==> config.mk <==
export PLATFORM = sky130hd
export DESIGN_NAME = bgr_to_hsv_pixel_convert_unit
export DESIGN_NICKNAME = d
export VERILOG_FILES = /design/src/rtl/hsvc_pkg.sv /design/src/rtl/hsvc_divpipe.sv /design/src/rtl/bgr_to_hsv_pixel_convert_unit.sv
export SDC_FILE = /design/constraint.sdc
export NUM_CORES = 1
export LEC_CHECK = 0
export BUFFER_PORTS_ARGS = -buffer_cell sky130_fd_sc_hd__buf_2
export CORE_MARGIN = 5
export CORE_UTILIZATION = 33
export CTS_BUF_LIST = sky130_fd_sc_hd__clkbuf_2 sky130_fd_sc_hd__clkbuf_4 sky130_fd_sc_hd__clkbuf_8
export DETAILED_ROUTE_END_ITERATION = 6
export PLACE_DENSITY = 0.59
export SYNTH_ARGS = -nofsm -noshare
export SYNTH_HDL_FRONTEND = slang
export SYNTH_SLANG_ARGS = --single-unit
==> constraint.sdc <==
create_clock -name clk -period 30.7 [get_ports clk]
set_input_delay 6.14 -clock clk [delete_from_list [all_inputs] [get_ports clk]]
set_output_delay 6.14 -clock clk [all_outputs]
set_load 0.01 [all_outputs]
==> src/rtl/hsvc_pkg.sv <==
`default_nettype none

package hsvc_pkg;

  // pixel in, result out
  typedef struct packed {
    logic [7:0] blue;
    logic [7:0] green;
    logic [7:0] red;
  } hsvc_in_t;

  typedef struct packed {
    logic [7:0] hue_half;
    logic [7:0] saturation;
    logic [7:0] brightness;
  } hsvc_out_t;

  // quotient widths: saturation <= 255, hue sector offset <= 30
  localparam int unsigned SAT_QW          = 8;
  localparam int unsigned HUE_QW          = 5;
  localparam int unsigned STEPS_PER_STAGE = 2;
  localparam int unsigned DIV_STAGES      = (SAT_QW + STEPS_PER_STAGE - 1) / STEPS_PER_STAGE;

  // hue bases in half degrees
  localparam logic [7:0] HUE_HALF_RED      = 8'd0;
  localparam logic [7:0] HUE_HALF_RED_WRAP = 8'd180;
  localparam logic [7:0] HUE_HALF_GREEN    = 8'd60;
  localparam logic [7:0] HUE_HALF_BLUE     = 8'd120;
  localparam logic [7:0] HUE_HALF_MAX      = 8'd179;

  // divider state carried down the pipe
  typedef struct packed {
    logic [7:0]        mx;
    logic [7:0]        dlt;
    logic [7:0]        sat_rem;
    logic [7:0]        sat_low;
    logic [SAT_QW-1:0] sat_q;
    logic [7:0]        hue_rem;
    logic [HUE_QW-1:0] hue_low;
    logic [HUE_QW-1:0] hue_q;
    logic [7:0]        hue_base;
    logic              hue_neg;
  } hsvc_div_t;

  // one restoring step: returns {quotient bit, new remainder}
  // partial remainder is below a nonzero divisor on entry
  function automatic logic [8:0] div_step(input logic [7:0] rem, input logic bit_in,
                                          input logic [7:0] dvs);
    logic [8:0] t;
    logic       q;
    t = {rem, bit_in};
    q = 1'b0;
    if (t >= {1'b0, dvs}) begin
      q = 1'b1;
      t = t - {1'b0, dvs};
    end
    return {q, t[7:0]};
  endfunction

endpackage

`default_nettype wire

==> src/rtl/hsvc_divpipe.sv <==
`default_nettype none

module hsvc_divpipe (
  input  wire                clk,
  input  wire                rst_n,
  input  wire                en,
  input  wire                in_valid,
  input  hsvc_pkg::hsvc_div_t in_data,
  output logic               out_valid,
  output hsvc_pkg::hsvc_div_t out_data
);
  import hsvc_pkg::*;

  hsvc_div_t              cur [0:DIV_STAGES];
  hsvc_div_t              stage_nxt [0:DIV_STAGES-1];
  hsvc_div_t              stage_r [0:DIV_STAGES-1];
  logic [DIV_STAGES-1:0]  valid_r;

  assign cur[0] = in_data;

  genvar s;
  generate
    for (s = 0; s < DIV_STAGES; s++) begin : g_stage
      assign cur[s+1] = stage_r[s];

      always_comb begin
        hsvc_div_t  t;
        logic [8:0] r;
        t = cur[s];
        r = '0;
        for (int k = 0; k < STEPS_PER_STAGE; k++) begin
          // saturation: 255*delta / max
          if (s * STEPS_PER_STAGE + k < SAT_QW) begin
            r         = div_step(t.sat_rem, t.sat_low[7], t.mx);
            t.sat_rem = r[7:0];
            t.sat_q   = {t.sat_q[SAT_QW-2:0], r[8]};
            t.sat_low = {t.sat_low[6:0], 1'b0};
          end
          // hue offset: 30*|diff| / delta
          if (s * STEPS_PER_STAGE + k < HUE_QW) begin
            r         = div_step(t.hue_rem, t.hue_low[HUE_QW-1], t.dlt);
            t.hue_rem = r[7:0];
            t.hue_q   = {t.hue_q[HUE_QW-2:0], r[8]};
            t.hue_low = {t.hue_low[HUE_QW-2:0], 1'b0};
          end
        end
        stage_nxt[s] = t;
      end

      always_ff @(posedge clk) begin
        if (en) begin
          stage_r[s] <= stage_nxt[s];
        end
      end
    end
  endgenerate

  always_ff @(posedge clk) begin
    if (!rst_n) begin
      valid_r <= '0;
    end else if (en) begin
      valid_r <= {valid_r[DIV_STAGES-2:0], in_valid};
    end
  end

  assign out_valid = valid_r[DIV_STAGES-1];
  assign out_data  = stage_r[DIV_STAGES-1];

endmodule

`default_nettype wire

==> src/rtl/bgr_to_hsv_pixel_convert_unit.sv <==
`default_nettype none

// channel   direction  handshake            payload
// in_       input      in_valid / in_stall  hsvc_in_t  (blue, green, red)
// out_      output     out_valid / out_stall hsvc_out_t (hue_half, saturation, brightness)
//
// one item accepted per cycle while the output is not stalled; registers in order:
// extremum stage, dividend stage, four divider stages at two quotient bits each,
// result register
// the whole pipe advances together; a stall at the output while a result is held
// freezes every stage and raises in_stall, so nothing is dropped or repeated
// synchronous active-low reset clears the valid bits only

module bgr_to_hsv_pixel_convert_unit (
  input  wire                 clk,
  input  wire                 rst_n,
  input  wire                 in_valid,
  output logic                in_stall,
  input  hsvc_pkg::hsvc_in_t  in_data,
  output logic                out_valid,
  input  wire                 out_stall,
  output hsvc_pkg::hsvc_out_t out_data
);
  import hsvc_pkg::*;

  // stage a: max, min, winning channel and signed hue difference
  typedef struct packed {
    logic [7:0] mx;
    logic [7:0] dlt;
    logic [7:0] mag;
    logic       neg;
    logic [7:0] base;
  } hsvc_ext_t;

  logic       en;
  logic       a_valid_r;
  hsvc_ext_t  a_r;
  hsvc_ext_t  a_nxt;
  logic       b_valid_r;
  hsvc_div_t  b_r;
  hsvc_div_t  b_nxt;
  logic       d_valid;
  hsvc_div_t  d_data;
  logic       out_valid_r;
  hsvc_out_t  out_r;
  hsvc_out_t  out_nxt;

  // global advance: stop only when a result is held and the sink stalls
  assign en       = !out_valid_r || !out_stall;
  assign in_stall = !en;

  // stage a logic
  always_comb begin
    logic       r_is;
    logic       g_is;
    logic [7:0] mn;
    logic [8:0] df;
    logic [8:0] mg;
    // ties: red over green, green over blue
    r_is = (in_data.red >= in_data.green) && (in_data.red >= in_data.blue);
    g_is = !r_is && (in_data.green >= in_data.blue);
    if (r_is) begin
      a_nxt.mx = in_data.red;
    end else if (g_is) begin
      a_nxt.mx = in_data.green;
    end else begin
      a_nxt.mx = in_data.blue;
    end
    mn = in_data.red;
    if (in_data.green < mn) begin
      mn = in_data.green;
    end
    if (in_data.blue < mn) begin
      mn = in_data.blue;
    end
    a_nxt.dlt = a_nxt.mx - mn;
    if (r_is) begin
      df = {1'b0, in_data.green} - {1'b0, in_data.blue};
    end else if (g_is) begin
      df = {1'b0, in_data.blue} - {1'b0, in_data.red};
    end else begin
      df = {1'b0, in_data.red} - {1'b0, in_data.green};
    end
    a_nxt.neg = df[8];
    mg        = df[8] ? (9'd0 - df) : df;
    a_nxt.mag = mg[7:0];
    // red sector wraps round to 360 degrees when negative
    if (r_is) begin
      a_nxt.base = df[8] ? HUE_HALF_RED_WRAP : HUE_HALF_RED;
    end else if (g_is) begin
      a_nxt.base = HUE_HALF_GREEN;
    end else begin
      a_nxt.base = HUE_HALF_BLUE;
    end
  end

  // stage b logic: dividends 255*delta and 30*|diff| by shift and subtract
  always_comb begin
    logic [15:0] sat_num;
    logic [12:0] hue_num;
    sat_num = {a_r.dlt, 8'd0} - {8'd0, a_r.dlt};
    hue_num = {a_r.mag, 5'd0} - {4'd0, a_r.mag, 1'b0};
    b_nxt.mx       = a_r.mx;
    b_nxt.dlt      = a_r.dlt;
    // upper dividend bits already sit below the divisor when delta is nonzero
    b_nxt.sat_rem  = sat_num[15:8];
    b_nxt.sat_low  = sat_num[7:0];
    b_nxt.sat_q    = '0;
    b_nxt.hue_rem  = hue_num[12:5];
    b_nxt.hue_low  = hue_num[4:0];
    b_nxt.hue_q    = '0;
    b_nxt.hue_base = a_r.base;
    b_nxt.hue_neg  = a_r.neg;
  end

  always_ff @(posedge clk) begin
    if (en) begin
      a_r <= a_nxt;
      b_r <= b_nxt;
    end
  end

  always_ff @(posedge clk) begin
    if (!rst_n) begin
      a_valid_r <= 1'b0;
      b_valid_r <= 1'b0;
    end else if (en) begin
      a_valid_r <= in_valid;
      b_valid_r <= a_valid_r;
    end
  end

  hsvc_divpipe u_divpipe (
    .clk       (clk),
    .rst_n     (rst_n),
    .en        (en),
    .in_valid  (b_valid_r),
    .in_data   (b_r),
    .out_valid (d_valid),
    .out_data  (d_data)
  );

  // result: floor of a negative offset takes one more when a remainder is left
  always_comb begin
    logic [7:0] q8;
    logic       rem_nz;
    q8     = {{(8 - HUE_QW){1'b0}}, d_data.hue_q};
    rem_nz = (d_data.hue_rem != 8'd0);
    out_nxt.brightness = d_data.mx;
    if (d_data.dlt == 8'd0) begin
      // grey pixel
      out_nxt.hue_half   = 8'd0;
      out_nxt.saturation = 8'd0;
    end else begin
      out_nxt.saturation = d_data.sat_q;
      if (d_data.hue_neg) begin
        out_nxt.hue_half = d_data.hue_base - q8 - {7'd0, rem_nz};
      end else begin
        out_nxt.hue_half = d_data.hue_base + q8;
      end
    end
  end

  always_ff @(posedge clk) begin
    if (en) begin
      out_r <= out_nxt;
    end
  end

  always_ff @(posedge clk) begin
    if (!rst_n) begin
      out_valid_r <= 1'b0;
    end else if (en) begin
      out_valid_r <= d_valid;
    end
  end

  assign out_valid = out_valid_r;
  assign out_data  = out_r;

`ifndef SYNTHESIS
  a_hue_range : assert property (@(posedge clk) disable iff (!rst_n)
    out_valid_r |-> out_r.hue_half <= HUE_HALF_MAX)
    else $error("hue_half out of range");

  a_black_zero : assert property (@(posedge clk) disable iff (!rst_n)
    (out_valid_r && out_r.brightness == 8'd0) |->
      (out_r.saturation == 8'd0 && out_r.hue_half == 8'd0))
    else $error("black pixel with nonzero hue or saturation");

  a_grey_hue : assert property (@(posedge clk) disable iff (!rst_n)
    (out_valid_r && out_r.saturation == 8'd0) |-> out_r.hue_half == 8'd0)
    else $error("zero saturation with nonzero hue");

  a_sat_bound : assert property (@(posedge clk) disable iff (!rst_n)
    out_valid_r |-> out_r.saturation <= 8'd255 && (out_r.brightness != 8'd0 ||
      out_r.saturation == 8'd0))
    else $error("saturation without brightness");
`endif

endmodule

`default_nettype wire
### Yosys cells after proc, flatten, opt, wreduce, memory -nomap -nowiden

Memories as Yosys holds them, arrays and structs flattened.
Index checks and enable logic that the tools add are counted.
W data, S select, Z words.

| storage, ports and cells | value |
|---|---|
| RAM bits | 260 |
| flip-flop bits (word level) | 118 |
| output and inout port bits | 26 |
| input port bits | 28 |
| memories kept | 1 |
| word-level logic and storage cells | 110 |

Memory list:

| memory | words | bits a word | rd ports | clocked after Yosys merged registers in | write ports | RTL line | text |
|---|---|---|---|---|---|---|---|
| u_divpipe.stage_r | 4 | 65 | 4 | 0 | 4 | hsvc_divpipe.sv:16 | `hsvc_div_t stage_r [0:DIV_STAGES-1];` |

| operators by class | value |
|---|---|
| $lt $le $gt $ge | 18 |
| multiplexer cells | 39 |
| reductions and logical operators | 9 |
| $add $sub $neg | 23 |

Operator list:

| operator | count |
|---|---|
| $mux W8 | 21 |
| $ge A9 B8 Y1 | 13 |
| $sub A8 B8 Y8 | 14 |
| $sub A8 B8 Y9 | 3 |
| $ge A8 B8 Y1 | 3 |
| $mux W9 | 2 |
| $lt A8 B8 Y1 | 2 |
| $sub A16 B8 Y16 | 1 |
| $mux W1 | 15 |
| $sub A13 B9 Y13 | 1 |
| $add A8 B5 Y8 | 1 |
| $logic_not A8 Y1 | 1 |
| $reduce_bool A8 Y1 | 1 |
| $sub A1 B8 Y8 const A | 1 |
| $sub A8 B1 Y8 | 1 |
| $sub A8 B5 Y8 | 1 |
| $mux W7 | 1 |
| $logic_not A1 Y1 | 4 |
| $logic_and A1 B1 Y1 | 2 |
| $logic_or A1 B1 Y1 | 1 |

### Longest topological paths before layout

| logic depth | value |
|---|---|
| depth in word-level cells | 8 |
| gate-level depth with buffers | 27 |
| mapped depth without buffers | 26 |

### By module

From an unflattened synthesis, not the netlist that was laid out.

| unflattened totals | value |
|---|---|
| cells, all modules | 1595 |
| area, all modules | 19118.3 um^2 |

Modules (own cells, without submodules):

| module | sequential area each (um^2) | area each (um^2) | instances | cells an instance |
|---|---|---|---|---|
| hsvc_divpipe | 6566.3 | 12426.9 | 1 | 998 |
| bgr_to_hsv_pixel_convert_unit | 3153.0 | 6691.4 | 1 | 597 |

### Worst setup path after synthesis

Ideal clock, no wire load.

| timing | value |
|---|---|
| kind | input to output |
| start | input out_stall |
| end | output in_stall |
| data required time | 24.560 ns |
| path slack | 9.955 ns |
| stages on the path | 2 |
| data arrival time | 14.605 ns |
| buffers on the path | 0 |
| cell sequence | nand2_1 > clkinv_1 |

| between the ends | value |
|---|---|
| cells in the longest elaborated chain, start to end | 3 |

RTL lines:

| item | RTL line | text |
|---|---|---|
| from (decl) | bgr_to_hsv_pixel_convert_unit.sv:21 | `input wire out_stall,` |
| $logic_not A1 Y1 | bgr_to_hsv_pixel_convert_unit.sv:49 | `assign en = !out_valid_r \|\| !out_stall;` |
| $logic_or A1 B1 Y1 | bgr_to_hsv_pixel_convert_unit.sv:49 |  |
| $logic_not A1 Y1 | bgr_to_hsv_pixel_convert_unit.sv:50 | `assign in_stall = !en;` |
| to (decl) | bgr_to_hsv_pixel_convert_unit.sv:18 | `output logic in_stall,` |

No other way between the ends.

### Worst setup path in the final report

Same ends and word-level chain as after synthesis.

==> impl_metrics.tcl <==
set metrics [dict create \
    hp-class "register to register" \
    post_cts_buffers 0 \
    rsz0062_at_grt "false" \
    route.detailed.drc 0 \
    crit_fanout 42 \
    viasPerCell 4.80 \
    die_w_um 242 \
    cp.buffers_inverters 3 \
    wl_um 33500 \
    cts_buffers 51 \
    dp_hpwl_um 25400 \
    first_iter_violations 468 \
    port_buffers 53 \
    start_kind "input pin" \
    maxSlewHeadroom_pct 36.9 \
    die_y_um 242 \
    synth_compound_area_share_pct 11.5 \
    num_rows 85 \
    r2r_start "b_r[52]" \
    ys_warn_count 0 \
    core_mm2 0.0535 \
    arrival_ns 7.23 \
    syn_area_per_cell_um2 11.7 \
    crit_path_start "out_stall" \
    dr.pass1.iters 7 \
    fmax_mhz 74.8 \
    ant_nets 0 \
    vias 11200 \
    hold_violations 0 \
    areaGrowthSynthToFinish_pct 12.0 \
    clockBufferDepth 3 \
    cts_max_level 2 \
    synth-edff-count 294 \
    place_congestion 0.899 \
    ys.flop_type "edfxtp_1" \
    cts_sinks 301 \
    yosysTopAreaCell "edfxtp_1" \
    syn-cell-area_mm2 0.0177 \
    outcome "completed" \
    cp-end-kind "output port" \
    path_delay_family "buffers and inverters" \
    ff2ff_setup_slack_ns 25.17 \
    path_common_cell "buf_2" \
    cap_violations 0 \
    synth_seq_cells 301 \
    worstPathCellList "buf_2 > nand2_4 > clkinv_1 > buf_2" \
    hold_buffers 0 \
    r2r.worst_path.cells 19 \
    worstMarginPinSlew_ns 0.922 \
    synth_mux_area_share_pct 6.20 \
    ys_seq_area_share_pct 50.6 \
    netlist.area_leader.share_pct 49.8 \
    die_area_mm2 0.0585 \
    yosys.area_share.simple_pct 9.55 \
    drive_above_1_share_pct 15.3 \
    wl_per_cell_um 14.3 \
    cp-endpoint "in_stall" \
    start_util_pct 33.2 \
    grt_max_degree 183 \
    skew_ns 0.0438 \
    criticalPathCategory "input pin to output port" \
    fin_crit_sh_pct 43.6 \
    grt-ovfl-total 0 \
    grt_pass1_vias 11300 \
    max_stage_delay_ns 0.40 \
    groute.usage.overall_pct 11.3 \
    final_nets 1816 \
    io_pins 54 \
    synth-xor-area-share_pct 4.49 \
    synthAdderAreaFrac_pct 13.3 \
    antenna_found_initial 1 \
    cpMaxStageDelayCell "nand2_4" \
    setup-violations-final 0 \
    syn_nets 1725 \
    cp.depth 4 \
    drv_slew 0 \
    min_path_cells 0 \
    cp_data_required_time_ns 24.56 \
    min_period_ns 13.37 \
    synth_cell_types 69 \
    cts_tree "yes" \
    cts_root_buf "clkbuf_8" \
    synth_cells 1518 \
    async_flop_share_pct 0 \
    setup_tns_ns 0 \
    layout_commonest_cell "edfxtp_1" \
    clk-insertion-delay-late_ns 0.62 \
    grt_first_pass_wirelength_um 55600 \
    synth.area.top_cells "edfxtp_1 50%, ha_1 11%, mux2_2 5.0%, inv_1 3.9%, xnor2_1 2.8%" \
    synth_top_family_by_area "adder cells" \
    mostFrequentLayoutCells "294 x edfxtp_1, 184 x inv_1, 162 x ha_1" \
    cts-resized-gates 0 \
    timing.rr.end "u_divpipe.stage_r[0][22]" \
    clk_pin_slew_ns 0.06 \
]
## flip-flops by register name, summed over array words and instances (netlist names)
name,count
a_r,30
a_valid_r,1
b_r,49
b_valid_r,1
out_data,24
out_valid,1
u_divpipe.stage_r,191
u_divpipe.valid_r,4
## worst reg2reg max path, stage by stage (launching register included)
cell and delay (ns):
edfxtp_1 0.47, inv_1 0.17, ha_1 0.26, nor2b_1 0.13
o21ai_0 0.22, a21boi_0 0.17, o21ai_0 0.29, a21boi_0 0.25
o41ai_4 0.59, mux2_2 0.45, inv_1 0.06, ha_1 0.23
nor2b_1 0.13, o21ai_0 0.23, a21oi_1 0.13, o21ai_0 0.26
a21oi_1 0.15, o21a_1 0.21, a311o_1 0.49, mux2_2 0.35
## logic make-up after synthesis
group           count (synthesis)
compound gates                305
xor+xnor                       91
fa+ha+maj                     179
buf+inv                       204
flops                         301
mux                           100
simple gates                  338
## metrics by stage
stage	hold slack, ns	instances	worst slack (ns)	utilization (%)	instance area [µm²]
floorplan	0.400	1518	9.95	-	17700
global placement	0.401	2252	17.35	35.2	18800
detailed placement	0.405	2252	17.28	35.2	18800
CTS	0.405	2339	17.27	37.1	19900
global route	0.410	2340	17.20	37.1	19900
finish	0.406	2340	17.33	37.1	19900
## cells in the mapped netlist (all sizes together), types with 17 or more instances
library cell,number
fa,17
xnor2,57
nor2b,31
nand2,70
or2,19
nand3,18
a21boi,21
nor2,101
mux2,79
edfxtp,294
xor2,34
o21ai,81
inv,185
a21o,35
nor3,17
mux2i,21
a21oi,94
ha,162
nand4,23
## metal layers
layer,vias up,track usage (%),wire (µm)
met5,-,0,0
met4,0,4.18,1090
met3,74,2.44,1490
met2,206,19.2,15900
met1,5271,14.1,15000
li1,5686,-,-
## cell type report
class / instances / area (µm²)
Sequential cell: 301 / 8970
Antenna cell: 1 / 2.50
Fill cell: 5127 / 33600
Clock buffer: 71 / 877
Timing Repair Buffer: 56 / 300
Clock inverter: 16 / 136
Multi-Input combinational cell: 1013 / 8010
Inverter: 186 / 698
Tap cell: 696 / 871
## worst min-delay path by stage
| stage | to | start | slack, ns |
|---|---|---|---|
| 4_1_cts | u_divpipe.stage_r[1][39] | u_divpipe.stage_r[0][37] | 0.41 |
| 3_5_place_dp | out_data[2] | u_divpipe.stage_r[3][59] | 0.40 |
| 6_report | u_divpipe.stage_r[1][39] | u_divpipe.stage_r[0][37] | 0.41 |
| 3_3_place_gp | out_data[1] | u_divpipe.stage_r[3][58] | 0.40 |
| 5_1_grt | u_divpipe.stage_r[1][39] | u_divpipe.stage_r[0][37] | 0.41 |
| 2_1_floorplan | b_r[0] | a_r[8] | 0.40 |
Power is not shown: default switching activity piles up to over one toggle a cycle in this logic, so the estimate is an artifact.
